<file path="src/hw/rtl/gesh_pkg.sv">
// ----------------------------------------------------------------------------
// Grain envelope shaper package
// Shared widths, fixed-point constants, register indexes and payload types.
// ----------------------------------------------------------------------------
package gesh_pkg;

  // Field widths fixed by the block's interface.
  localparam int unsigned SAMPLE_BITS    = 16;
  localparam int unsigned GAIN_FRAC_BITS = 24;
  localparam int unsigned LENGTH_BITS    = 20;

  // Envelope gain is Q2.F, steps are Q1.F, position has two spare bits.
  localparam int unsigned GAIN_W = GAIN_FRAC_BITS + 2;
  localparam int unsigned STEP_W = GAIN_FRAC_BITS + 1;
  localparam int unsigned POS_W  = LENGTH_BITS + 2;

  // Q1.15 scaling for overall gain and pan weights.
  localparam int unsigned Q15_W    = 16;
  localparam int unsigned Q15_FRAC = 15;
  localparam logic [Q15_W-1:0] Q15_ONE  = Q15_W'(2 ** Q15_FRAC);
  localparam logic [Q15_W-1:0] PAN_HALF = Q15_W'(2 ** (Q15_FRAC - 1));

  // Sample magnitude after envelope scaling can reach about twice full scale.
  localparam int unsigned MAG_W = SAMPLE_BITS + 1;
  localparam logic [MAG_W-1:0] MAG_POS_LIM = MAG_W'(2 ** (SAMPLE_BITS - 1) - 1);
  localparam logic [MAG_W-1:0] MAG_NEG_LIM = MAG_W'(2 ** (SAMPLE_BITS - 1));

  localparam logic [GAIN_W-1:0] GAIN_ONE = GAIN_W'(2 ** GAIN_FRAC_BITS);
  localparam logic [STEP_W-1:0] STEP_ONE = STEP_W'(2 ** GAIN_FRAC_BITS);
  // Minimum gain is -100 dB, rounded to the nearest code.
  localparam logic [GAIN_W-1:0] MIN_GAIN =
    GAIN_W'((2 ** GAIN_FRAC_BITS + 50000) / 100000);

  // Configuration port.
  localparam int unsigned CFG_IDX_W  = 3;
  localparam int unsigned CFG_DATA_W =
    (STEP_W > LENGTH_BITS) ? ((STEP_W > Q15_W) ? STEP_W : Q15_W)
                           : ((LENGTH_BITS > Q15_W) ? LENGTH_BITS : Q15_W);

  localparam logic [CFG_IDX_W-1:0] REG_ATTACK_LEN   = 3'd0;
  localparam logic [CFG_IDX_W-1:0] REG_HOLD_LEN     = 3'd1;
  localparam logic [CFG_IDX_W-1:0] REG_RELEASE_LEN  = 3'd2;
  localparam logic [CFG_IDX_W-1:0] REG_ATTACK_STEP  = 3'd3;
  localparam logic [CFG_IDX_W-1:0] REG_RELEASE_STEP = 3'd4;
  localparam logic [CFG_IDX_W-1:0] REG_OVERALL_GAIN = 3'd5;
  localparam logic [CFG_IDX_W-1:0] REG_PAN_LEFT     = 3'd6;

  // Default number of multiplier bits consumed per cycle.
  localparam int unsigned DIGIT_BITS_DEF = 2;

  typedef struct packed {
    logic                          op;
    logic signed [SAMPLE_BITS-1:0] sample_in;
  } gesh_in_t;

  typedef struct packed {
    logic signed [SAMPLE_BITS-1:0] left_out;
    logic signed [SAMPLE_BITS-1:0] right_out;
    logic                          grain_active;
  } gesh_out_t;

  typedef struct packed {
    logic [LENGTH_BITS-1:0] attack_len;
    logic [LENGTH_BITS-1:0] hold_len;
    logic [LENGTH_BITS-1:0] release_len;
    logic [STEP_W-1:0]      attack_step;
    logic [STEP_W-1:0]      release_step;
    logic [Q15_W-1:0]       overall_gain;
    logic [Q15_W-1:0]       pan_left;
  } gesh_cfg_t;

  localparam gesh_cfg_t CFG_RESET = '{
    attack_len:   '0,
    hold_len:     '0,
    release_len:  '0,
    attack_step:  STEP_ONE,
    release_step: STEP_ONE,
    overall_gain: Q15_ONE,
    pan_left:     PAN_HALF
  };

  typedef enum logic [3:0] {
    PH_OFF     = 4'b0001,
    PH_ATTACK  = 4'b0010,
    PH_HOLD    = 4'b0100,
    PH_RELEASE = 4'b1000
  } gesh_phase_e;

  typedef struct packed {
    gesh_phase_e       phase;
    logic [GAIN_W-1:0] gain;
    logic [STEP_W-1:0] step;
  } gesh_env_t;

  // Strobes from the sequencer to the envelope tracker.
  typedef struct packed {
    logic start;
    logic advance;
    logic gain_wr;
  } gesh_env_ctrl_t;

endpackage

</file>
<file path="src/hw/rtl/gesh_serial_mul.sv">
// ----------------------------------------------------------------------------
// Digit-serial unsigned multiplier
// Shift-and-add over the multiplier, DIGIT_BITS bits per cycle, LSB first.
// ----------------------------------------------------------------------------
module gesh_serial_mul #(
  parameter int unsigned MCAND_W    = 16,
  parameter int unsigned MPLIER_W   = 16,
  parameter int unsigned DIGIT_BITS = 2
) (
  input  logic                         clk_i,
  input  logic                         rst_ni,
  input  logic                         load_i,
  input  logic [MCAND_W-1:0]           mcand_i,
  input  logic [MPLIER_W-1:0]          mplier_i,
  output logic                         done_o,
  output logic [MCAND_W+MPLIER_W-1:0]  product_o
);

  localparam int unsigned NUM_DIGITS = (MPLIER_W + DIGIT_BITS - 1) / DIGIT_BITS;
  localparam int unsigned PAD_W      = NUM_DIGITS * DIGIT_BITS;
  localparam int unsigned ACC_W      = MCAND_W + DIGIT_BITS;
  localparam int unsigned PROD_W     = MCAND_W + PAD_W;
  localparam int unsigned CNT_W      = $clog2(NUM_DIGITS + 1);

  logic [MCAND_W-1:0] mcand_q;
  logic [PROD_W-1:0]  prod_q, prod_d;
  logic [CNT_W-1:0]   cnt_q, cnt_d;
  logic               busy_q, busy_d;
  logic               done_q, done_d;
  logic [ACC_W-1:0]   partial;
  logic [ACC_W-1:0]   acc;

  // The upper part of the product register accumulates, the lower part
  // holds the multiplier digits not yet consumed.
  always_comb begin
    partial = ACC_W'(mcand_q) * ACC_W'(prod_q[DIGIT_BITS-1:0]);
    acc     = ACC_W'(prod_q[PROD_W-1:PAD_W]) + partial;
    prod_d  = prod_q;
    if (load_i) begin
      prod_d = PROD_W'(mplier_i);
    end else if (busy_q) begin
      prod_d = {acc, prod_q[PAD_W-1:DIGIT_BITS]};
    end
  end

  always_comb begin
    busy_d = busy_q;
    cnt_d  = cnt_q;
    done_d = busy_q && (cnt_q == CNT_W'(1));
    if (load_i) begin
      busy_d = 1'b1;
      cnt_d  = CNT_W'(NUM_DIGITS);
    end else if (busy_q) begin
      cnt_d = cnt_q - CNT_W'(1);
      if (cnt_q == CNT_W'(1)) begin
        busy_d = 1'b0;
      end
    end
  end

  always_ff @(posedge clk_i) begin
    if (load_i) begin
      mcand_q <= mcand_i;
    end
    prod_q <= prod_d;
  end

  always_ff @(posedge clk_i or negedge rst_ni) begin
    if (!rst_ni) begin
      busy_q <= 1'b0;
      cnt_q  <= '0;
      done_q <= 1'b0;
    end else begin
      busy_q <= busy_d;
      cnt_q  <= cnt_d;
      done_q <= done_d;
    end
  end

  assign done_o    = done_q;
  assign product_o = prod_q[MCAND_W+MPLIER_W-1:0];

endmodule

</file>
<file path="src/hw/rtl/gesh_envelope.sv">
// ----------------------------------------------------------------------------
// Grain envelope tracker
// Holds grain position, alive flag, envelope phase, gain and step.
// ----------------------------------------------------------------------------
module gesh_envelope import gesh_pkg::*; (
  input  logic              clk_i,
  input  logic              rst_ni,
  input  gesh_cfg_t         cfg_i,
  input  gesh_env_ctrl_t    ctrl_i,
  input  logic [GAIN_W-1:0] gain_new_i,
  output logic [GAIN_W-1:0] gain_o,
  output logic [STEP_W-1:0] step_o,
  output logic              alive_o
);

  gesh_env_t             env_q, env_d, env_mid;
  logic [POS_W-1:0]      pos_q, pos_d, pos_inc;
  logic                  alive_q, alive_d;
  logic [LENGTH_BITS:0]  ah_sum;
  logic [POS_W-1:0]      total_sum;

  // Entering a phase with zero length falls through to the following one.
  function automatic gesh_env_t enter_phase(gesh_phase_e req, gesh_env_t cur,
                                            gesh_cfg_t cfg);
    gesh_phase_e ph;
    gesh_env_t   nxt;
    ph  = req;
    nxt = cur;
    if (ph == PH_ATTACK && cfg.attack_len == '0) begin
      ph = PH_HOLD;
    end
    if (ph == PH_HOLD && cfg.hold_len == '0) begin
      nxt.gain = GAIN_ONE;
      ph       = PH_RELEASE;
    end
    if (ph == PH_RELEASE && cfg.release_len == '0) begin
      ph = PH_OFF;
    end
    nxt.phase = ph;
    case (ph)
      PH_OFF: begin
        nxt.gain = '0;
      end
      PH_ATTACK: begin
        nxt.step = cfg.attack_step;
        nxt.gain = MIN_GAIN;
      end
      PH_HOLD: begin
        nxt.gain = GAIN_ONE;
        nxt.step = STEP_ONE;
      end
      PH_RELEASE: begin
        nxt.step = (cfg.release_step > STEP_ONE) ? STEP_ONE : cfg.release_step;
      end
      default: begin
        nxt.gain = '0;
      end
    endcase
    return nxt;
  endfunction

  always_comb begin
    ah_sum    = {1'b0, cfg_i.attack_len} + {1'b0, cfg_i.hold_len};
    total_sum = {1'b0, ah_sum} + POS_W'(cfg_i.release_len);
    pos_inc   = pos_q + POS_W'(1);
    env_mid   = env_q;
    env_d     = env_q;
    pos_d     = pos_q;
    alive_d   = alive_q;
    if (ctrl_i.start) begin
      pos_d   = '0;
      alive_d = 1'b1;
      env_d   = enter_phase(PH_ATTACK, env_q, cfg_i);
    end else if (ctrl_i.advance) begin
      if (pos_inc == POS_W'(ah_sum)) begin
        env_mid = enter_phase(PH_RELEASE, env_mid, cfg_i);
      end
      if (pos_inc == total_sum) begin
        pos_d   = '0;
        alive_d = 1'b0;
      end else begin
        pos_d = pos_inc;
      end
      if (env_mid.phase == PH_ATTACK && env_mid.gain >= GAIN_ONE) begin
        env_mid = enter_phase(PH_HOLD, env_mid, cfg_i);
      end
      if (env_mid.phase == PH_RELEASE && env_mid.gain < MIN_GAIN) begin
        env_mid = enter_phase(PH_OFF, env_mid, cfg_i);
      end
      env_d = env_mid;
    end else if (ctrl_i.gain_wr) begin
      env_d.gain = gain_new_i;
    end
  end

  always_ff @(posedge clk_i or negedge rst_ni) begin
    if (!rst_ni) begin
      env_q   <= '{phase: PH_OFF, gain: '0, step: STEP_ONE};
      pos_q   <= '0;
      alive_q <= 1'b0;
    end else begin
      env_q   <= env_d;
      pos_q   <= pos_d;
      alive_q <= alive_d;
    end
  end

  assign gain_o  = env_q.gain;
  assign step_o  = env_q.step;
  assign alive_o = alive_q;

endmodule

</file>
<file path="src/hw/rtl/grain_envelope_shaper.sv">
// ----------------------------------------------------------------------------
// Grain envelope shaper
// Exponential attack-hold-release envelope with gain and stereo pan.
// ----------------------------------------------------------------------------
// Each input beat is either a start command, which re-arms the grain at
// position zero in the attack phase at -100 dB, skipping phases of zero
// length, or a source sample, which advances the grain, updates the envelope
// gain by the per-phase step and yields one output beat: the sample scaled by
// envelope, overall gain and the left and right pan weights, each rounded
// half away from zero and saturated to the sample width. Every input beat
// gives exactly one output beat. A start command, or a sample that arrives
// while the grain is dead, goes from IDLE through PREP straight to OUT and
// yields a silent beat. A live sample runs through four digit-serial
// multiplications in turn (gain times step, sample times gain, overall gain,
// then left and right pan in parallel) in the states GAIN, ENV, OG and PAN.
// One beat is worked on at a time; a finished output beat waits in the output
// register, and the next input beat is taken while it waits. Configuration
// registers are written through a plain write port and must only change
// while the block is idle.
// ----------------------------------------------------------------------------
module grain_envelope_shaper import gesh_pkg::*; #(
  parameter int unsigned DIGIT_BITS = DIGIT_BITS_DEF
) (
  input  logic                  clk_i,
  input  logic                  rst_ni,
  // Sample and start beats.
  input  logic                  in_valid_i,
  output logic                  in_ready_o,
  input  gesh_in_t              in_data_i,
  // Shaped stereo beats.
  output logic                  out_valid_o,
  input  logic                  out_ready_i,
  output gesh_out_t             out_data_o,
  // Configuration write port.
  input  logic                  cfg_we_i,
  input  logic [CFG_IDX_W-1:0]  cfg_addr_i,
  input  logic [CFG_DATA_W-1:0] cfg_wdata_i
);

  // Product widths of the four multiplications.
  localparam int unsigned PA_W = GAIN_W + STEP_W;
  localparam int unsigned PB_W = GAIN_W + SAMPLE_BITS;
  localparam int unsigned PC_W = MAG_W + Q15_W;
  localparam int unsigned RA_W = PA_W + 1 - GAIN_FRAC_BITS;

  // Sequencer states, one-hot.
  typedef enum logic [6:0] {
    ST_IDLE = 7'b0000001,
    ST_PREP = 7'b0000010,
    ST_GAIN = 7'b0000100,
    ST_ENV  = 7'b0001000,
    ST_OG   = 7'b0010000,
    ST_PAN  = 7'b0100000,
    ST_OUT  = 7'b1000000
  } state_e;

  state_e                 state_q, state_d;
  logic                   launch_q, launch_d;
  logic                   op_q;
  logic                   neg_q;
  logic [SAMPLE_BITS-1:0] mag_q, mag_d;
  logic                   zero_q, zero_d;
  logic                   out_valid_q, out_valid_d;
  gesh_out_t              out_data_q, out_data_d;
  logic                   out_load;
  logic                   in_accept;

  gesh_cfg_t              cfg_q;
  gesh_env_ctrl_t         env_ctrl;
  logic [GAIN_W-1:0]      env_gain;
  logic [STEP_W-1:0]      env_step;
  logic                   alive;

  logic                   done_a, done_b, done_c, done_l, done_r;
  logic [PA_W-1:0]        prod_a;
  logic [PB_W-1:0]        prod_b;
  logic [PC_W-1:0]        prod_c, prod_l, prod_r;

  logic [PA_W:0]          sum_a;
  logic [RA_W-1:0]        rnd_a;
  logic [GAIN_W-1:0]      gain_new;
  logic [PB_W:0]          sum_b;
  logic [PC_W:0]          sum_c, sum_l, sum_r;
  logic [MAG_W-1:0]       mag_env, mag_og, mag_l, mag_r;
  logic [Q15_W-1:0]       og_clamp, pl_clamp, pr_weight;

  // Saturate a sign and magnitude pair to a two's complement sample.
  function automatic logic [SAMPLE_BITS-1:0] sat_out(logic neg,
                                                     logic [MAG_W-1:0] mag);
    logic [SAMPLE_BITS-1:0] res;
    if (!neg) begin
      res = (mag > MAG_POS_LIM) ? MAG_POS_LIM[SAMPLE_BITS-1:0]
                                : mag[SAMPLE_BITS-1:0];
    end else begin
      res = (mag > MAG_NEG_LIM) ? MAG_NEG_LIM[SAMPLE_BITS-1:0]
                                : SAMPLE_BITS'(0) - mag[SAMPLE_BITS-1:0];
    end
    return res;
  endfunction

  // --------------------------------------------------------------------------
  // Configuration registers. Indexes beyond the list are ignored.
  // --------------------------------------------------------------------------
  always_ff @(posedge clk_i or negedge rst_ni) begin
    if (!rst_ni) begin
      cfg_q <= CFG_RESET;
    end else if (cfg_we_i) begin
      case (cfg_addr_i)
        REG_ATTACK_LEN:   cfg_q.attack_len   <= cfg_wdata_i[LENGTH_BITS-1:0];
        REG_HOLD_LEN:     cfg_q.hold_len     <= cfg_wdata_i[LENGTH_BITS-1:0];
        REG_RELEASE_LEN:  cfg_q.release_len  <= cfg_wdata_i[LENGTH_BITS-1:0];
        REG_ATTACK_STEP:  cfg_q.attack_step  <= cfg_wdata_i[STEP_W-1:0];
        REG_RELEASE_STEP: cfg_q.release_step <= cfg_wdata_i[STEP_W-1:0];
        REG_OVERALL_GAIN: cfg_q.overall_gain <= cfg_wdata_i[Q15_W-1:0];
        REG_PAN_LEFT:     cfg_q.pan_left     <= cfg_wdata_i[Q15_W-1:0];
        default: begin
        end
      endcase
    end
  end

  // Weights above unity behave as unity; the right weight is the complement.
  assign og_clamp  = (cfg_q.overall_gain > Q15_ONE) ? Q15_ONE : cfg_q.overall_gain;
  assign pl_clamp  = (cfg_q.pan_left > Q15_ONE) ? Q15_ONE : cfg_q.pan_left;
  assign pr_weight = Q15_ONE - pl_clamp;

  // --------------------------------------------------------------------------
  // Envelope state: position, phase, gain and step of the current grain.
  // --------------------------------------------------------------------------
  gesh_envelope u_envelope (
    .clk_i      (clk_i),
    .rst_ni     (rst_ni),
    .cfg_i      (cfg_q),
    .ctrl_i     (env_ctrl),
    .gain_new_i (gain_new),
    .gain_o     (env_gain),
    .step_o     (env_step),
    .alive_o    (alive)
  );

  // --------------------------------------------------------------------------
  // Multiplier chain. The sample is carried as sign and magnitude, so every
  // product is unsigned and rounding half up on the magnitude matches rounding
  // half away from zero on the signed value.
  // --------------------------------------------------------------------------

  // New envelope gain: gain times step, rounded, saturated to the gain width.
  gesh_serial_mul #(
    .MCAND_W    (GAIN_W),
    .MPLIER_W   (STEP_W),
    .DIGIT_BITS (DIGIT_BITS)
  ) u_mul_gain (
    .clk_i     (clk_i),
    .rst_ni    (rst_ni),
    .load_i    (launch_q && state_q == ST_GAIN),
    .mcand_i   (env_gain),
    .mplier_i  (env_step),
    .done_o    (done_a),
    .product_o (prod_a)
  );

  assign sum_a    = {1'b0, prod_a} + ((PA_W + 1)'(1) << (GAIN_FRAC_BITS - 1));
  assign rnd_a    = sum_a[PA_W:GAIN_FRAC_BITS];
  assign gain_new = (|rnd_a[RA_W-1:GAIN_W]) ? '1 : rnd_a[GAIN_W-1:0];

  // Sample magnitude times the updated envelope gain.
  gesh_serial_mul #(
    .MCAND_W    (GAIN_W),
    .MPLIER_W   (SAMPLE_BITS),
    .DIGIT_BITS (DIGIT_BITS)
  ) u_mul_env (
    .clk_i     (clk_i),
    .rst_ni    (rst_ni),
    .load_i    (launch_q && state_q == ST_ENV),
    .mcand_i   (env_gain),
    .mplier_i  (mag_q),
    .done_o    (done_b),
    .product_o (prod_b)
  );

  assign sum_b   = {1'b0, prod_b} + ((PB_W + 1)'(1) << (GAIN_FRAC_BITS - 1));
  assign mag_env = sum_b[GAIN_FRAC_BITS +: MAG_W];

  // Overall grain gain.
  gesh_serial_mul #(
    .MCAND_W    (MAG_W),
    .MPLIER_W   (Q15_W),
    .DIGIT_BITS (DIGIT_BITS)
  ) u_mul_og (
    .clk_i     (clk_i),
    .rst_ni    (rst_ni),
    .load_i    (launch_q && state_q == ST_OG),
    .mcand_i   (mag_env),
    .mplier_i  (og_clamp),
    .done_o    (done_c),
    .product_o (prod_c)
  );

  assign sum_c  = {1'b0, prod_c} + ((PC_W + 1)'(1) << (Q15_FRAC - 1));
  assign mag_og = sum_c[Q15_FRAC +: MAG_W];

  // Left and right pan weights run side by side.
  gesh_serial_mul #(
    .MCAND_W    (MAG_W),
    .MPLIER_W   (Q15_W),
    .DIGIT_BITS (DIGIT_BITS)
  ) u_mul_left (
    .clk_i     (clk_i),
    .rst_ni    (rst_ni),
    .load_i    (launch_q && state_q == ST_PAN),
    .mcand_i   (mag_og),
    .mplier_i  (pl_clamp),
    .done_o    (done_l),
    .product_o (prod_l)
  );

  gesh_serial_mul #(
    .MCAND_W    (MAG_W),
    .MPLIER_W   (Q15_W),
    .DIGIT_BITS (DIGIT_BITS)
  ) u_mul_right (
    .clk_i     (clk_i),
    .rst_ni    (rst_ni),
    .load_i    (launch_q && state_q == ST_PAN),
    .mcand_i   (mag_og),
    .mplier_i  (pr_weight),
    .done_o    (done_r),
    .product_o (prod_r)
  );

  assign sum_l = {1'b0, prod_l} + ((PC_W + 1)'(1) << (Q15_FRAC - 1));
  assign sum_r = {1'b0, prod_r} + ((PC_W + 1)'(1) << (Q15_FRAC - 1));
  assign mag_l = sum_l[Q15_FRAC +: MAG_W];
  assign mag_r = sum_r[Q15_FRAC +: MAG_W];

  // --------------------------------------------------------------------------
  // Sequencer. The input is taken only in IDLE; the finished beat goes to the
  // output register as soon as that register is free or being emptied.
  // --------------------------------------------------------------------------
  assign in_ready_o = (state_q == ST_IDLE);
  assign in_accept  = in_valid_i && in_ready_o;

  always_comb begin
    state_d  = state_q;
    launch_d = 1'b0;
    zero_d   = zero_q;
    env_ctrl = '0;
    out_load = 1'b0;
    case (state_q)
      ST_IDLE: begin
        if (in_valid_i) begin
          state_d = ST_PREP;
        end
      end
      ST_PREP: begin
        if (op_q) begin
          // Start beat: re-arm the grain, silent output.
          env_ctrl.start = 1'b1;
          zero_d         = 1'b1;
          state_d        = ST_OUT;
        end else if (!alive) begin
          // Dead grain: silent output, state untouched.
          zero_d  = 1'b1;
          state_d = ST_OUT;
        end else begin
          env_ctrl.advance = 1'b1;
          zero_d           = 1'b0;
          launch_d         = 1'b1;
          state_d          = ST_GAIN;
        end
      end
      ST_GAIN: begin
        if (done_a) begin
          env_ctrl.gain_wr = 1'b1;
          launch_d         = 1'b1;
          state_d          = ST_ENV;
        end
      end
      ST_ENV: begin
        if (done_b) begin
          launch_d = 1'b1;
          state_d  = ST_OG;
        end
      end
      ST_OG: begin
        if (done_c) begin
          launch_d = 1'b1;
          state_d  = ST_PAN;
        end
      end
      ST_PAN: begin
        if (done_l) begin
          state_d = ST_OUT;
        end
      end
      ST_OUT: begin
        if (!out_valid_q || out_ready_i) begin
          out_load = 1'b1;
          state_d  = ST_IDLE;
        end
      end
      default: begin
        state_d = ST_IDLE;
      end
    endcase
  end

  // Split the incoming sample into sign and magnitude.
  assign mag_d = in_data_i.sample_in[SAMPLE_BITS-1]
               ? SAMPLE_BITS'(0) - in_data_i.sample_in
               : in_data_i.sample_in;

  always_comb begin
    out_data_d.left_out     = zero_q ? '0 : sat_out(neg_q, mag_l);
    out_data_d.right_out    = zero_q ? '0 : sat_out(neg_q, mag_r);
    out_data_d.grain_active = alive;
    out_valid_d             = out_load ? 1'b1 : (out_ready_i ? 1'b0 : out_valid_q);
  end

  always_ff @(posedge clk_i) begin
    if (in_accept) begin
      op_q  <= in_data_i.op;
      neg_q <= in_data_i.sample_in[SAMPLE_BITS-1];
      mag_q <= mag_d;
    end
    if (out_load) begin
      out_data_q <= out_data_d;
    end
  end

  always_ff @(posedge clk_i or negedge rst_ni) begin
    if (!rst_ni) begin
      state_q     <= ST_IDLE;
      launch_q    <= 1'b0;
      zero_q      <= 1'b1;
      out_valid_q <= 1'b0;
    end else begin
      state_q     <= state_d;
      launch_q    <= launch_d;
      zero_q      <= zero_d;
      out_valid_q <= out_valid_d;
    end
  end

  assign out_valid_o = out_valid_q;
  assign out_data_o  = out_data_q;

  // --------------------------------------------------------------------------
  // Assertions.
  // --------------------------------------------------------------------------

  // Both pan multipliers are launched together and must finish together.
  a_pan_lockstep : assert property (@(posedge clk_i) disable iff (!rst_ni)
    done_l == done_r)
    else $error("pan multipliers out of step");

  // An output beat only appears from the hand-off state of the sequencer.
  a_out_from_seq : assert property (@(posedge clk_i) disable iff (!rst_ni)
    $rose(out_valid_q) |-> $past(state_q == ST_OUT))
    else $error("output beat raised outside the hand-off state");

  // A start beat always leaves the grain alive.
  a_start_arms : assert property (@(posedge clk_i) disable iff (!rst_ni)
    (state_q == ST_PREP && op_q) |=> alive)
    else $error("start beat did not arm the grain");

  // A silent sample beat only comes from a dead grain.
  a_silent_dead : assert property (@(posedge clk_i) disable iff (!rst_ni)
    (state_q == ST_OUT && zero_q && !op_q) |-> !alive)
    else $error("silent sample beat from a live grain");

endmodule
</file>
<file path="config.mk">
export PLATFORM = sky130hd
export DESIGN_NAME = grain_envelope_shaper
export DESIGN_NICKNAME = d
export VERILOG_FILES = /design/src/hw/rtl/gesh_pkg.sv /design/src/hw/rtl/gesh_serial_mul.sv /design/src/hw/rtl/gesh_envelope.sv /design/src/hw/rtl/grain_envelope_shaper.sv
export SDC_FILE = /design/constraint.sdc
export NUM_CORES = 2
export LEC_CHECK = 0
export BUFFER_PORTS_ARGS = -buffer_cell sky130_fd_sc_hd__buf_2
export CAP_MARGIN = 40
export CORE_MARGIN = 4
export CORE_UTILIZATION = 55
export CTS_BUF_LIST = sky130_fd_sc_hd__clkbuf_8
export CTS_CLUSTER_SIZE = 24
export DETAILED_ROUTE_END_ITERATION = 10
export PLACE_DENSITY = 0.81
export SKIP_LAST_GASP = 1
export SYNTH_ARGS = -nofsm -noshare
export SYNTH_HDL_FRONTEND = slang
export SYNTH_SLANG_ARGS = --single-unit
</file>
<file path="constraint.sdc">
create_clock -name clk_i -period 5.05 [get_ports clk_i]
set_input_delay 0.505 -clock clk_i [delete_from_list [all_inputs] [get_ports clk_i]]
set_output_delay 0.505 -clock clk_i [all_outputs]
set_load 0.02 [all_outputs]
</file>
==> impl_metrics.toml <==
[outcome]
status = "complete, no violations"

[pwr]
netSwitchingFraction = 0.3541
p_seq_frac = 0.374
power_density_nw_per_um2 = 398.7
p_clk_frac = 0.278
intPower_w = 0.01099
combPwrFrac = 0.348
irDropWorstVdd_mv = 0.2808
leakage_nw = 18.95
switchingPower_w = 0.006025

[logic_synthesis]
avgSynthCellArea_sq_um = 9.360
synth_seq_area_share = 0.3999
synth.distinct_cells = 99
ys_async_sr_fraction = 0.4397
synth.area.mux_share = 0.06356
synth_xor_area_frac = 0.06490
synth_top_family_by_area = "simple AND/OR/NAND/NOR gates"
synth_simple_gate_area_frac = 0.1753
ys_seq_elements = 589
ys.flop_type = "dfrtp_1"
syn_area_sq_um = 38400
yosys_warnings = 0
syn_nets = 4428
synth_compound_area_frac = 0.1311
synth_fa_ha_area_frac = 0.1101
syn_inst = 4103
synth_edf_count = 226

[place]
placed_area_sq_um = 40280
gp_congestion = 0.9389
dp_cells = 5053
dp_hpwl_um = 68420
io_buffers = 84

[routing]
drc = 0
vias = 30870
viasPerCell = 5.880
wire_per_inst_um = 18.17
drt_iter0_drc = 2553
totalWireLength_um = 95410
firstDrtPassIters = 8
ant_nets = 0

[sta]
fmax_mhz = 206.7
fin_crit_sh = 0.9580
final.setup_skew_ns = 0.04899
worst_slew_pin_slew_ns = 0.9003
final-hold-violation-count = 0
period_needed_ns = 4.838
slew_viol_final = 0
rsz0062_at_grt = "true"
setup_viol = 0
hold_slack_ns = 0.08519
slew_headroom = 0.3998

[cts]
htree_levels = 3
clock-root-buffer = "clkbuf_8"
worstSkewPairLatency_ns = 0.74
cts_tree = "built"
cts_max_path_buffers = 3
numClockSinks = 589
cts_buffers = 99
cts.clk_slew.worst_paths_ns = 0.06

[floorplan]
ios = 85
core-area_sq_um = 68950
rows = 96
start_util = 0.5570
die_area_sq_um = 74120
die_w_um = 272.2
die_y_um = 272.2

[global_route]
antenna_found_initial = 5
grt_pass1_wl_um = 154400
gr-total-overflow = 0
grt.total_usage = 0.2529
grt_pass1_vias = 30130
grt_max_degree = 133

[worst_setup_path]
cp_cell_sequence = "ha_1 -> inv_1 -> fa_2 -> nor2b_4 -> o21bai_2 -> nand4_1 -> or3b_4 -> ha_1 -> or3_4 -> or2_1 -> o31a_1 -> o31ai_4 -> a21oi_2 -> or4b_4 -> a2111oi_4 -> nand4_1 -> or3_4 -> buf_12 -> a32o_1"
worst_ep_arrival_time_ns = 5.45
path_delay_family = "simple AND/OR/NAND/NOR gates"
required_ns = 5.66
path_max_fanout = 23
crit_path_max_incr_delay_ns = 0.53
crit_type = "register to register"
critPathSlowestCell = "or4b_4"
cp_num_buf_inv = 2
crit_path_start_kind = "register"
cp-end-kind = "register"

[cells_and_area]
drive_gt1_frac = 0.1311
design_area_sq_um = 42680
nets = 4558
area_delta_synth_final_pct = 11.13
fin_cells = 5250

[run]
maxCapViolCount = 0

[worst_hold_path]
min_path_type = "primary input to register"
==> flip-flops by register name, summed over array words and instances, names as in the netlist, 33 cells and up <==
signal	flops
u_mul_env.product_o	42
u_mul_gain.prod_q	52
u_mul_right.product_o	33
u_mul_left.product_o	33
u_mul_og.product_o	33
cfg_q	142
out_data_o	33
==> cell usage in the layout, fill, tap and decap left out, types with 28 or more instances in the layout <==
cell type / netlist / layout
buf_4: 1 / 89
o21a_1: 28 / 28
buf_2: 13 / 83
and2_1: 28 / 28
nor4_1: 53 / 53
ha_1: 170 / 169
inv_1: 387 / 417
o21ai_0: 147 / 144
nor3_1: 80 / 78
and3_1: 60 / 60
a21o_1: 62 / 62
xnor2_1: 188 / 188
nand3_1: 131 / 130
nand2_1: 602 / 601
clkbuf_8: 0 / 110
fa_1: 105 / 104
nor2_1: 274 / 272
nand2b_1: 33 / 33
dfrtp_1: 251 / 251
xor2_1: 70 / 70
a22o_1: 28 / 28
o21bai_1: 30 / 29
mux2_2: 149 / 149
dfxtp_1: 104 / 104
edfxtp_1: 226 / 226
mux2i_1: 74 / 74
a21oi_1: 208 / 200
==> cells in the mapped netlist (30+ instances only) <==
library cell,instances,area (sq um)
inv_1,387,1453
ha_1,170,2127
dfxtp_1,104,2082
nor3_1,80,400.4
dfrtp_1,251,6281
xnor2_1,188,1647
a21o_1,62,465.5
nor4_1,53,331.6
nand3_1,131,655.6
nor2_1,274,1028
o21ai_0,147,735.7
clkbuf_1,136,510.5
nand2b_1,33,206.5
xor2_1,70,613.1
fa_1,105,2102
and3_1,60,375.4
edfxtp_1,226,6787
nand2_1,602,2260
o21bai_1,30,225.2
a21oi_1,208,1041
mux2i_1,74,740.7
mux2_2,149,1678
==> per-layer routing <==
| metal | vias to the layer above | part of all wire | wire, um | GRT usage |
|---|---|---|---|---|
| met3 | 303 | 0.060 | 5768 | 0.04052 |
| met5 | - | 0.00024 | 23 | 0 |
| met2 | 1043 | 0.48 | 45330 | 0.4251 |
| li1 | 14540 | - | - | - |
| met4 | 4 | 0.049 | 4669 | 0.1152 |
| met1 | 14980 | 0.42 | 39610 | 0.3229 |
==> path summary, 6_finish.rpt <==
kind	slack, ns	from	depth (start not counted)	to
max in group asynchronous	3.54	rst_ni	3	u_envelope.step_o[5]$_DFFE_PN0P_
min reg2reg	0.46	u_mul_left.product_o[21]$_SDFFE_PP0P_	2	u_mul_left.product_o[21]$_SDFFE_PP0P_
max reg2reg	0.21	cfg_q[122]$_DFFE_PN0P_	19	u_envelope.pos_q[21]$_DFFE_PN0P_
min	0.09	in_data_i[0]	1	mag_q[0]$_DFFE_PP_
min in group asynchronous	0.35	rst_ni	2	u_mul_env.cnt_q[0]$_DFFE_PN0P_
max	0.21	cfg_q[122]$_DFFE_PN0P_	19	u_envelope.pos_q[21]$_DFFE_PN0P_
==> through the flow <==
stage | worst slack, ns | power [W] | setup TNS [ns] | util
6_report | 0.2119 | 0.01702 | 0 | 0.6190
5_1_grt | -0.02088 | 0.01799 | -0.02088 | 0.6190
4_1_cts | 0.02884 | 0.01694 | 0 | 0.6175
3_5_place_dp | -0.1724 | 0.01210 | -1.940 | 0.5842
3_3_place_gp | -0.02910 | 0.01192 | -0.05759 | 0.5816
2_1_floorplan | 0.2139 | 0.01043 | 0 | -
==> cells by family after synthesis <==
kind of cell,Yosys count
AOI/OAI and AO/OA,760
xor gates and xnor gates,269
adders and majority gates,275
buffers and inverters,554
DFF,589
muxes,224
and+or+nand+nor,1432
==> worst register-to-register path: stages, from the launching register on <==
cell and delay (ns):
dfrtp_1 0.36, ha_1 0.18, inv_1 0.06, fa_2 0.37, nor2b_4 0.13, o21bai_2 0.09
nand4_1 0.10, or3b_4 0.39, ha_1 0.21, or3_4 0.35, or2_1 0.21, o31a_1 0.14
o31ai_4 0.27, a21oi_2 0.10, or4b_4 0.53, a2111oi_4 0.29, nand4_1 0.12, or3_4 0.39
buf_12 0.17, a32o_1 0.26
==> layout make-up <==
cell class	count	area (sq um)
fillers	5598	26270
clock inverters	76	688.2
diodes	1	2.502
clock buffers	110	1514
multi-input cells	2960	21070
well taps	931	1165
repair buffers	192	1413
flip-flops and latches	589	15360
inverters	391	1468
==> power by group through the flow <==
stage / sequential, W / combinational (W) / clock (W)
after global placement: 0.00641 / 0.00551 / 0
final: 0.00637 / 0.00592 / 0.00473
after CTS: 0.00635 / 0.00578 / 0.00480
after detailed placement: 0.00643 / 0.00566 / 0
after global routing: 0.00645 / 0.00651 / 0.00503
after floorplan: 0.00616 / 0.00427 / 0
==> what timing repair did <==
| action | 4_1_cts | 5_1_grt |
|---|---|---|
| endpoints found under the hold margin | 64 | 0 |
| endpoints found under the setup margin | 23 | 26 |
| hold buffers | 6 | 0 |
| buffers inserted | 0 | 4 |
| gates resized for setup | 6 | 20 |
| pin swaps | 1 | 6 |
Power figures use the tool's default switching activity.
